--- config.mk ---
export PLATFORM = sky130hd
export DESIGN_NAME = trigger_sequencer
export DESIGN_NICKNAME = d
export VERILOG_FILES = /design/src/sv/tseq_pkg.sv /design/src/sv/trigger_sequencer.sv /design/src/sv/tseq_cfg.sv /design/src/sv/tseq_core.sv
export SDC_FILE = /design/constraint.sdc
export NUM_CORES = 1
export LEC_CHECK = 0
export ABC_AREA = 0
export BUFFER_PORTS_ARGS = -buffer_cell sky130_fd_sc_hd__buf_2
export CORE_MARGIN = 2
export CORE_UTILIZATION = 46
export CTS_CLUSTER_SIZE = 10
export DETAILED_ROUTE_END_ITERATION = 6
export PLACE_DENSITY = 0.67
export SLEW_MARGIN = 10
export SYNTH_ARGS = -nofsm -noshare
export SYNTH_HDL_FRONTEND = slang
export SYNTH_SLANG_ARGS = --single-unit
--- constraint.sdc ---
create_clock -name clk -period 6.9 [get_ports clk]
set_clock_uncertainty 0.1 [all_clocks]
set_input_delay 0.69 -clock clk [delete_from_list [all_inputs] [get_ports clk]]
set_output_delay 0.69 -clock clk [all_outputs]
set_load 0.05 [all_outputs]
--- src/sv/tseq_pkg.sv ---
// Package for the trigger sequencer: codes, register map and item structs.
// Used by every module of the block; depends on nothing.
`timescale 1ns / 1ps

package tseq_pkg;

  localparam int CHANNELS_DEF = 2;
  localparam int ADDR_W       = 5;
  localparam int DATA_W       = 32;
  localparam int DELAY_W      = 22;
  localparam int TIME_W       = 32;
  localparam int IN_TDATA_W   = 40;
  localparam int OUT_TDATA_W  = 16;

  typedef enum logic [1:0] {
    ST_IDLE = 2'd0,
    ST_INIT = 2'd1,
    ST_TRIG = 2'd2,
    ST_EXEC = 2'd3
  } state_t;

  typedef enum logic [2:0] {
    REQ_INITIATE = 3'd0,
    REQ_SW_TRIG  = 3'd1,
    REQ_PIN      = 3'd2,
    REQ_TICK     = 3'd3,
    REQ_FINISH   = 3'd4,
    REQ_ABORT    = 3'd5
  } req_t;

  typedef enum logic [1:0] {
    STAT_OK      = 2'd0,
    STAT_IGNORED = 2'd1,
    STAT_FAIL    = 2'd2
  } status_t;

  typedef enum logic [1:0] {
    SRC_IMMEDIATE = 2'd0,
    SRC_MANUAL    = 2'd1,
    SRC_BUS       = 2'd2,
    SRC_PIN       = 2'd3
  } source_t;

  typedef enum logic [2:0] {
    REG_TRIG_SOURCE = 3'd0,
    REG_DELAY       = 3'd1,
    REG_CONTINUOUS  = 3'd2,
    REG_POLARITY    = 3'd3,
    REG_LIST_MASK   = 3'd4,
    REG_COUPLED     = 3'd5
  } reg_idx_t;

  typedef struct packed {
    logic [1:0]         trigger_source;
    logic [DELAY_W-1:0] delay_ms;
    logic               continuous_enable;
    logic               pin_polarity;
    logic [1:0]         list_mode_mask;
    logic               coupled;
  } cfg_t;

  typedef struct packed {
    logic [2:0]        req_type;
    logic [TIME_W-1:0] now_ms;
    logic [1:0]        trig_source;
    logic              check_now;
    logic              pin_level;
    logic              channel_index;
    logic [2:0]        check_code;
  } item_t;

  typedef struct packed {
    logic [1:0] status;
    logic [2:0] fail_code;
    logic [1:0] trig_state;
    logic       started;
    logic       all_done;
    logic [1:0] busy_mask;
  } result_t;

endpackage

--- src/sv/trigger_sequencer.sv ---
// Trigger sequencer top level: stream ports, input and result registers.
// Depends on tseq_pkg, tseq_cfg and tseq_core.
`timescale 1ns / 1ps

// The trigger sequencer takes one event item per clock cycle on the slave
// stream while m_tready holds and returns exactly one result item for each
// on the master stream. An item first lands in an input register; the
// state machine then evaluates it combinationally against the current
// state and writes the result register, so the sustained rate is one item
// per cycle while the output is not stalled, set by that single evaluation
// stage. The result register and the input register together let a new item be
// taken while an earlier result still waits for m_tready. The event kind
// (initiate, software trigger, pin sample, tick, channel finished, abort)
// travels in s_tuser, the result status in m_tuser. Configuration registers
// sit on the APB port at byte addresses 0x00 (trigger source), 0x04 (delay
// in ms), 0x08 (continuous), 0x0C (pin polarity), 0x10 (list mode mask) and
// 0x14 (coupled); write them only while no item is in flight.

module trigger_sequencer #(
  parameter int CHANNELS = tseq_pkg::CHANNELS_DEF
) (
  input  logic                             clk,
  input  logic                             rst,
  // APB configuration port
  input  logic                             psel,
  input  logic                             penable,
  input  logic                             pwrite,
  input  logic [tseq_pkg::ADDR_W-1:0]      paddr,
  input  logic [tseq_pkg::DATA_W-1:0]      pwdata,
  output logic [tseq_pkg::DATA_W-1:0]      prdata,
  output logic                             pready,
  // Event stream
  input  logic                             s_tvalid,
  output logic                             s_tready,
  // now_ms[31:0], trig_source[33:32], check_now[34], pin_level[35],
  // channel_index[36], check_code[39:37]
  input  logic [tseq_pkg::IN_TDATA_W-1:0]  s_tdata,
  // req_type[2:0]
  input  logic [2:0]                       s_tuser,
  // Result stream
  output logic                             m_tvalid,
  input  logic                             m_tready,
  // fail_code[2:0], trig_state[4:3], started[5], all_done[6],
  // busy_mask[8:7], zero fill[15:9]
  output logic [tseq_pkg::OUT_TDATA_W-1:0] m_tdata,
  // status[1:0]
  output logic [1:0]                       m_tuser
);
  import tseq_pkg::*;

  cfg_t    cfg;
  item_t   in_item;
  logic    in_valid;
  logic    advance;
  result_t core_result;
  result_t out_result;

  tseq_cfg u_cfg (
    .clk     (clk),
    .rst     (rst),
    .psel    (psel),
    .penable (penable),
    .pwrite  (pwrite),
    .paddr   (paddr),
    .pwdata  (pwdata),
    .prdata  (prdata),
    .pready  (pready),
    .cfg     (cfg)
  );

  tseq_core #(
    .CHANNELS (CHANNELS)
  ) u_core (
    .clk    (clk),
    .rst    (rst),
    .step   (advance),
    .item   (in_item),
    .cfg    (cfg),
    .result (core_result)
  );

  // The held item moves on whenever the result register is free or being
  // emptied this cycle; the input register refills in the same cycle.
  assign advance  = in_valid && (!m_tvalid || m_tready);
  assign s_tready = !in_valid || advance;

  always_ff @(posedge clk) begin
    if (rst) begin
      in_valid <= 1'b0;
    end else if (s_tready) begin
      in_valid <= s_tvalid;
    end
  end

  always_ff @(posedge clk) begin
    if (s_tvalid && s_tready) begin
      in_item.req_type      <= s_tuser;
      in_item.now_ms        <= s_tdata[31:0];
      in_item.trig_source   <= s_tdata[33:32];
      in_item.check_now     <= s_tdata[34];
      in_item.pin_level     <= s_tdata[35];
      in_item.channel_index <= s_tdata[36];
      in_item.check_code    <= s_tdata[39:37];
    end
  end

  always_ff @(posedge clk) begin
    if (rst) begin
      m_tvalid <= 1'b0;
    end else if (advance) begin
      m_tvalid <= 1'b1;
    end else if (m_tready) begin
      m_tvalid <= 1'b0;
    end
  end

  always_ff @(posedge clk) begin
    if (advance) begin
      out_result <= core_result;
    end
  end

  assign m_tuser = out_result.status;
  assign m_tdata = {7'd0, out_result.busy_mask, out_result.all_done, out_result.started,
                    out_result.trig_state, out_result.fail_code};

endmodule

--- src/sv/tseq_cfg.sv ---
// Configuration register file of the trigger sequencer, written over APB.
// Depends on tseq_pkg for the register map and the cfg_t struct.
`timescale 1ns / 1ps

module tseq_cfg (
  input  logic                         clk,
  input  logic                         rst,
  input  logic                         psel,
  input  logic                         penable,
  input  logic                         pwrite,
  input  logic [tseq_pkg::ADDR_W-1:0]  paddr,
  input  logic [tseq_pkg::DATA_W-1:0]  pwdata,
  output logic [tseq_pkg::DATA_W-1:0]  prdata,
  output logic                         pready,
  output tseq_pkg::cfg_t               cfg
);
  import tseq_pkg::*;

  reg_idx_t idx;
  logic     wr_en;

  assign pready = 1'b1;
  assign idx    = reg_idx_t'(paddr[ADDR_W-1:2]);
  assign wr_en  = psel && penable && pwrite && pready;

  always_ff @(posedge clk) begin
    if (rst) begin
      cfg <= '0;
    end else if (wr_en) begin
      case (idx)
        REG_TRIG_SOURCE: cfg.trigger_source    <= pwdata[1:0];
        REG_DELAY:       cfg.delay_ms          <= pwdata[DELAY_W-1:0];
        REG_CONTINUOUS:  cfg.continuous_enable <= pwdata[0];
        REG_POLARITY:    cfg.pin_polarity      <= pwdata[0];
        REG_LIST_MASK:   cfg.list_mode_mask    <= pwdata[1:0];
        REG_COUPLED:     cfg.coupled           <= pwdata[0];
        default: ;
      endcase
    end
  end

  always_comb begin
    case (idx)
      REG_TRIG_SOURCE: prdata = {30'd0, cfg.trigger_source};
      REG_DELAY:       prdata = {{(DATA_W-DELAY_W){1'b0}}, cfg.delay_ms};
      REG_CONTINUOUS:  prdata = {31'd0, cfg.continuous_enable};
      REG_POLARITY:    prdata = {31'd0, cfg.pin_polarity};
      REG_LIST_MASK:   prdata = {30'd0, cfg.list_mode_mask};
      REG_COUPLED:     prdata = {31'd0, cfg.coupled};
      default:         prdata = '0;
    endcase
  end

endmodule

--- src/sv/tseq_core.sv ---
// Trigger state machine, trigger time stamp, pin history and channel busy flags.
// Evaluates one item per step; depends on tseq_pkg.
`timescale 1ns / 1ps

module tseq_core #(
  parameter int CHANNELS = tseq_pkg::CHANNELS_DEF
) (
  input  logic              clk,
  input  logic              rst,
  input  logic              step,
  input  tseq_pkg::item_t   item,
  input  tseq_pkg::cfg_t    cfg,
  output tseq_pkg::result_t result
);
  import tseq_pkg::*;

  state_t              seq_state, seq_state_next;
  logic [TIME_W-1:0]   trig_stamp, trig_stamp_next;
  logic                last_pin, last_pin_next;
  logic [CHANNELS-1:0] busy, busy_next;

  req_t                req;
  logic [TIME_W-1:0]   elapsed;
  logic                delay_due;
  logic                pin_edge;
  logic                trig_req;
  logic [1:0]          trig_src;
  logic                trig_ok;
  logic                start_try;
  logic                start_go;
  logic                init_arm;
  logic                code_bad;
  logic                fin_ok;
  logic                fin_done;
  logic                start_done;
  logic [CHANNELS-1:0] list_vec;
  logic [CHANNELS-1:0] clr_vec;
  logic [CHANNELS-1:0] busy_fin;
  logic [CHANNELS-1:0] start_busy;
  state_t              rest_state;

  // Only channels 0 and 1 have a list mode bit.
  for (genvar i = 0; i < CHANNELS; i++) begin : g_chan
    if (i < 2) begin : g_list
      assign list_vec[i] = cfg.list_mode_mask[i];
    end else begin : g_nolist
      assign list_vec[i] = 1'b0;
    end
    assign clr_vec[i] = cfg.coupled || (int'(item.channel_index) == i);
  end

  // Event decode.
  always_comb begin
    req        = req_t'(item.req_type);
    code_bad   = item.check_code != 3'd0;
    elapsed    = item.now_ms - trig_stamp;
    delay_due  = elapsed > {{(TIME_W-DELAY_W){1'b0}}, cfg.delay_ms};
    pin_edge   = cfg.pin_polarity ? (!item.pin_level && last_pin)
                                  : (item.pin_level && !last_pin);
    trig_req   = (req == REQ_SW_TRIG) || ((req == REQ_PIN) && pin_edge);
    trig_src   = (req == REQ_PIN) ? SRC_PIN : item.trig_source;
    trig_ok    = trig_req && (trig_src == cfg.trigger_source) && (seq_state == ST_INIT);
    start_try  = ((req == REQ_INITIATE) && (cfg.trigger_source == SRC_IMMEDIATE)) ||
                 ((req == REQ_TICK) && (seq_state == ST_TRIG) && delay_due);
    start_go   = start_try && !code_bad;
    init_arm   = (req == REQ_INITIATE) && (cfg.trigger_source != SRC_IMMEDIATE);
    // Coupled channels follow channel 0; otherwise each non-list channel
    // finishes as soon as it starts.
    start_busy = cfg.coupled ? {CHANNELS{list_vec[0]}} : list_vec;
    start_done = start_busy == '0;
    fin_ok     = (req == REQ_FINISH) && (seq_state == ST_EXEC) &&
                 ((CHANNELS > 1) || !item.channel_index);
    busy_fin   = busy & ~clr_vec;
    fin_done   = fin_ok && (busy_fin == '0);
    rest_state = cfg.continuous_enable ? ST_INIT : ST_IDLE;
  end

  // Next state.
  always_comb begin
    seq_state_next = seq_state;
    if (req == REQ_ABORT) begin
      seq_state_next = ST_IDLE;
    end else if (start_go) begin
      seq_state_next = start_done ? rest_state : ST_EXEC;
    end else if (init_arm && !code_bad) begin
      seq_state_next = ST_INIT;
    end else if (trig_ok) begin
      seq_state_next = ST_TRIG;
    end else if (fin_done) begin
      seq_state_next = rest_state;
    end
  end

  // Data registers and result fields. The check_now field is not read, so
  // check_now never starts execution.
  always_comb begin
    trig_stamp_next = trig_ok ? item.now_ms : trig_stamp;
    last_pin_next   = (req == REQ_PIN) ? item.pin_level : last_pin;
    busy_next       = busy;
    if (req == REQ_ABORT) begin
      busy_next = '0;
    end else if (start_go) begin
      busy_next = start_busy;
    end else if (fin_ok) begin
      busy_next = busy_fin;
    end

    result.status    = STAT_OK;
    result.fail_code = 3'd0;
    if ((start_try || init_arm) && code_bad) begin
      result.status    = STAT_FAIL;
      result.fail_code = item.check_code;
    end else if (trig_req && !trig_ok) begin
      result.status = STAT_IGNORED;
    end
    result.trig_state = seq_state_next;
    result.started    = start_go;
    result.all_done   = (start_go && start_done) || fin_done;
    // Only channels 0 and 1 are shown; a single channel leaves bit 1 clear.
    result.busy_mask  = 2'(busy_next);
  end

  always_ff @(posedge clk) begin
    if (rst) begin
      seq_state  <= ST_IDLE;
      trig_stamp <= '0;
      last_pin   <= 1'b0;
      busy       <= '0;
    end else if (step) begin
      seq_state  <= seq_state_next;
      trig_stamp <= trig_stamp_next;
      last_pin   <= last_pin_next;
      busy       <= busy_next;
    end
  end

endmodule

==> results.json <==
{
  "clkSinkCount": 121,
  "dp_cells": 1131,
  "postCtsResizedCells": 0,
  "min_path_type": "in2reg",
  "htreeDepth": 4,
  "ys.flop_type": "dfxtp_1",
  "arrival_ns": 4.93,
  "hold_buffers": 0,
  "detailedPlace.worstSlack_ns": 2.094,
  "drt_iter0_drc": 429,
  "synth_edf_count": 53,
  "p_clk_share_pct": 47.0,
  "wl_per_cell_um": 14.41,
  "clk_latency_ns": 0.42,
  "maxSlewViolCount": 0,
  "final_common_cell": "buf_2",
  "status": "complete, no violations",
  "max-vdd-ir-drop_mv": 0.2097,
  "tightest_slew_ns": 1.143,
  "synthCells": 838,
  "crit_path_end_kind": "register",
  "port_buffers": 108,
  "antenna_left": 0,
  "multi_input_comb_area_um2": 4015,
  "instances_no_fill": 1163,
  "initial_core_util_pct": 46.83,
  "grt-ovfl-total": 0,
  "tns_ns": 0,
  "start_kind": "register",
  "drtPass1Iterations": 5,
  "grt_pass1_wl_mm": 27.13,
  "r2r_slack_ns": 2.04,
  "crit_path_max_fanout": 5,
  "power.density_nw_per_um2": 226.6,
  "gp_congestion": 0.9388,
  "regArea_um2": 2953,
  "cts_tree": "yes",
  "yosysWarnings": 0,
  "synth_cell_types": 68,
  "dieHeight_um": 130.9,
  "hold_viol": 0,
  "grt_pass1_vias": 5665,
  "fp-row-count": 46,
  "drive_above_1_share_pct": 15.84,
  "antenna_found_initial": 0,
  "cts_made_buffers": 17,
  "swShare_pct": 25.54,
  "cts.path.max_buffers": 2,
  "final_cell_mix": "buf_2 (108), nand2_1 (98), nor2_1 (81)",
  "grt_max_degree": 72,
  "period_minus_slack_ns": 4.861,
  "post_cts_buffers": 0,
  "rsz0062_at_grt": "no",
  "core-area_um2": 15830,
  "clk_pin_slew_ns": 0.06,
  "ys_async_sr_fraction_pct": 0,
  "ys_seq_area_share_pct": 39.84,
  "track_usage_pct": 20.24,
  "place_hpwl_mm": 12.21,
  "wl_mm": 16.76,
  "cts.root.buffer_cell": "clkbuf_16",
  "required_ns": 6.97,
  "nets": 1075,
  "netlist_area_um2": 7412,
  "fillers": 1437,
  "timing.fmax_ghz": 0.2057,
  "switchingPower_mw": 0.5010,
  "ios": 140,
  "layout_setup_ws_ns": 2.039,
  "ys_ff_latch": 121,
  "relSlewSlack_pct": 23.74,
  "period_share_pct": 70.44,
  "p_comb_share_pct": 13.1,
  "p_int_mw": 1.461,
  "fp.dieArea_um2": 17150,
  "p_leak_nw": 3.653,
  "vias": 6179,
  "synth.avg_cell_area_um2": 8.845,
  "die_w_um": 130.9,
  "vias_per_cell": 5.313,
  "setup.worst_path.class": "reg2reg",
  "totalPowerFinal_mw": 1.962,
  "cap_violations": 0,
  "drc": 0,
  "area_delta_synth_final_pct": 16.76,
  "seq_power_share_pct": 39.9,
  "finalSetupViolations": 0,
  "antenna_cells": 0,
  "final_util_pct": 54.68
}
[metal layers]
metal	wire length, um	GRT usage, %	share of wire, %	vias to the layer above
li1	-	-	-	3108
met1	7686	25.52	46	2891
met2	8160	34.41	49	160
met3	721	4.805	4.3	20
met4	193	6.258	1.2	0
met5	0	0	0	-
[per-stage QoR]
| stage | hold slack [ns] | area [um^2] |
|---|---|---|
| 3_3_place_gp | 0.3437 | 8045 |
| 6_report | 0.3412 | 8655 |
| 3_5_place_dp | 0.3467 | 8045 |
| 4_1_cts | 0.3229 | 8655 |
| 5_1_grt | 0.3238 | 8655 |
| 2_1_floorplan | 0.3363 | 7472 |
[layout make-up]
| type | instances | area share (%) |
|---|---|---|
| clock buffers | 18 | 4.959 |
| clock inverters | 14 | 2.082 |
| inverters | 65 | 2.819 |
| multi-input cells | 618 | 46.39 |
| flip-flops and latches | 121 | 34.12 |
| well taps | 216 | 3.123 |
| repair buffers | 111 | 6.506 |
[flip-flops by register name, indices dropped and copies added, names as in the netlist]
register	flops
u_core.seq_state	2
m_tdata	9
u_core.last_pin	1
u_core.trig_stamp	32
in_item	42
u_core.busy	2
u_cfg.cfg	29
in_valid	1
m_tuser	2
m_tvalid	1
[worst max-delay path, stage by stage (launching register included)]
cell and delay (ns):
edfxtp_1 0.36, inv_1 0.08, ha_1 0.17, inv_1 0.05, fa_1 0.39, a21o_1 0.19, a221o_1 0.39, o21a_1 0.24
o21ai_0 0.16, nand2b_1 0.07, a21oi_1 0.17, xnor2_1 0.19, ha_1 0.28, nand4_1 0.11, nor2_1 0.06, and3_1 0.17
o31ai_1 0.22, a21oi_1 0.16, a311oi_4 0.40, nand3b_1 0.15, mux2_1 0.34, and2_1 0.16
[final timing paths]
check,endpoint,startpoint,cells after the start
worst max register to register,m_tdata[3]$_DFFE_PP_,in_item[8]$_DFFE_PP_,21
worst min-delay path,in_item[34]$_DFFE_PP_,s_tdata[26],1
worst min register to register,u_cfg.cfg[26]$_SDFFE_PP0P_,u_cfg.cfg[26]$_SDFFE_PP0P_,2
worst max-delay path,m_tdata[3]$_DFFE_PP_,in_item[8]$_DFFE_PP_,21
[power by group through the flow]
| stage | clock, mW | combinational (mW) | sequential [mW] |
|---|---|---|---|
| after floorplan | 0 | 0.185 | 0.806 |
| after global placement | 0 | 0.251 | 0.797 |
| after detailed placement | 0 | 0.254 | 0.797 |
| after CTS | 0.938 | 0.256 | 0.782 |
| after global routing | 0.969 | 0.286 | 0.784 |
| final | 0.923 | 0.257 | 0.782 |
[synthesized netlist by cell type, types with 6 or more instances]
master,count,area [um^2]
mux2i_1,41,410.4
nand2_1,98,367.9
a21oi_1,72,360.4
ha_1,53,663.1
o21a_1,9,67.56
dfxtp_1,68,1361
a31oi_1,7,43.79
nand2b_1,10,62.56
clkbuf_1,27,101.4
nor2_1,81,304.0
edfxtp_1,53,1592
o21ai_1,8,40.04
buf_4,18,135.1
nand4_1,14,87.58
and3_1,8,50.05
nand3_1,12,60.06
nor2b_1,7,43.79
xnor2_1,20,175.2
nand3b_1,6,45.04
nor3_1,28,140.1
o21ai_0,28,140.1
a21o_1,16,120.1
and2_1,8,50.05
o21bai_1,6,45.04
inv_1,65,244.0
xor2_1,8,70.07
[kinds of logic (layout without fill, tap and decap cells)]
family | Yosys count | count (layout) | share of synthesized area, %
flip-flops | 121 | 121 | 39.84
AND/OR/NAND/NOR | 294 | 294 | 19.33
adder cells (fa/ha/maj) | 54 | 54 | 9.217
multiplexers | 43 | 43 | 5.841
buffers and inverters | 115 | 208 | 6.820
XOR/XNOR | 28 | 28 | 3.309
AO/OA/AOI/OAI | 181 | 181 | 15.55
other | 2 | 18 | 0.1013
Power figures use the tool's default switching activity.
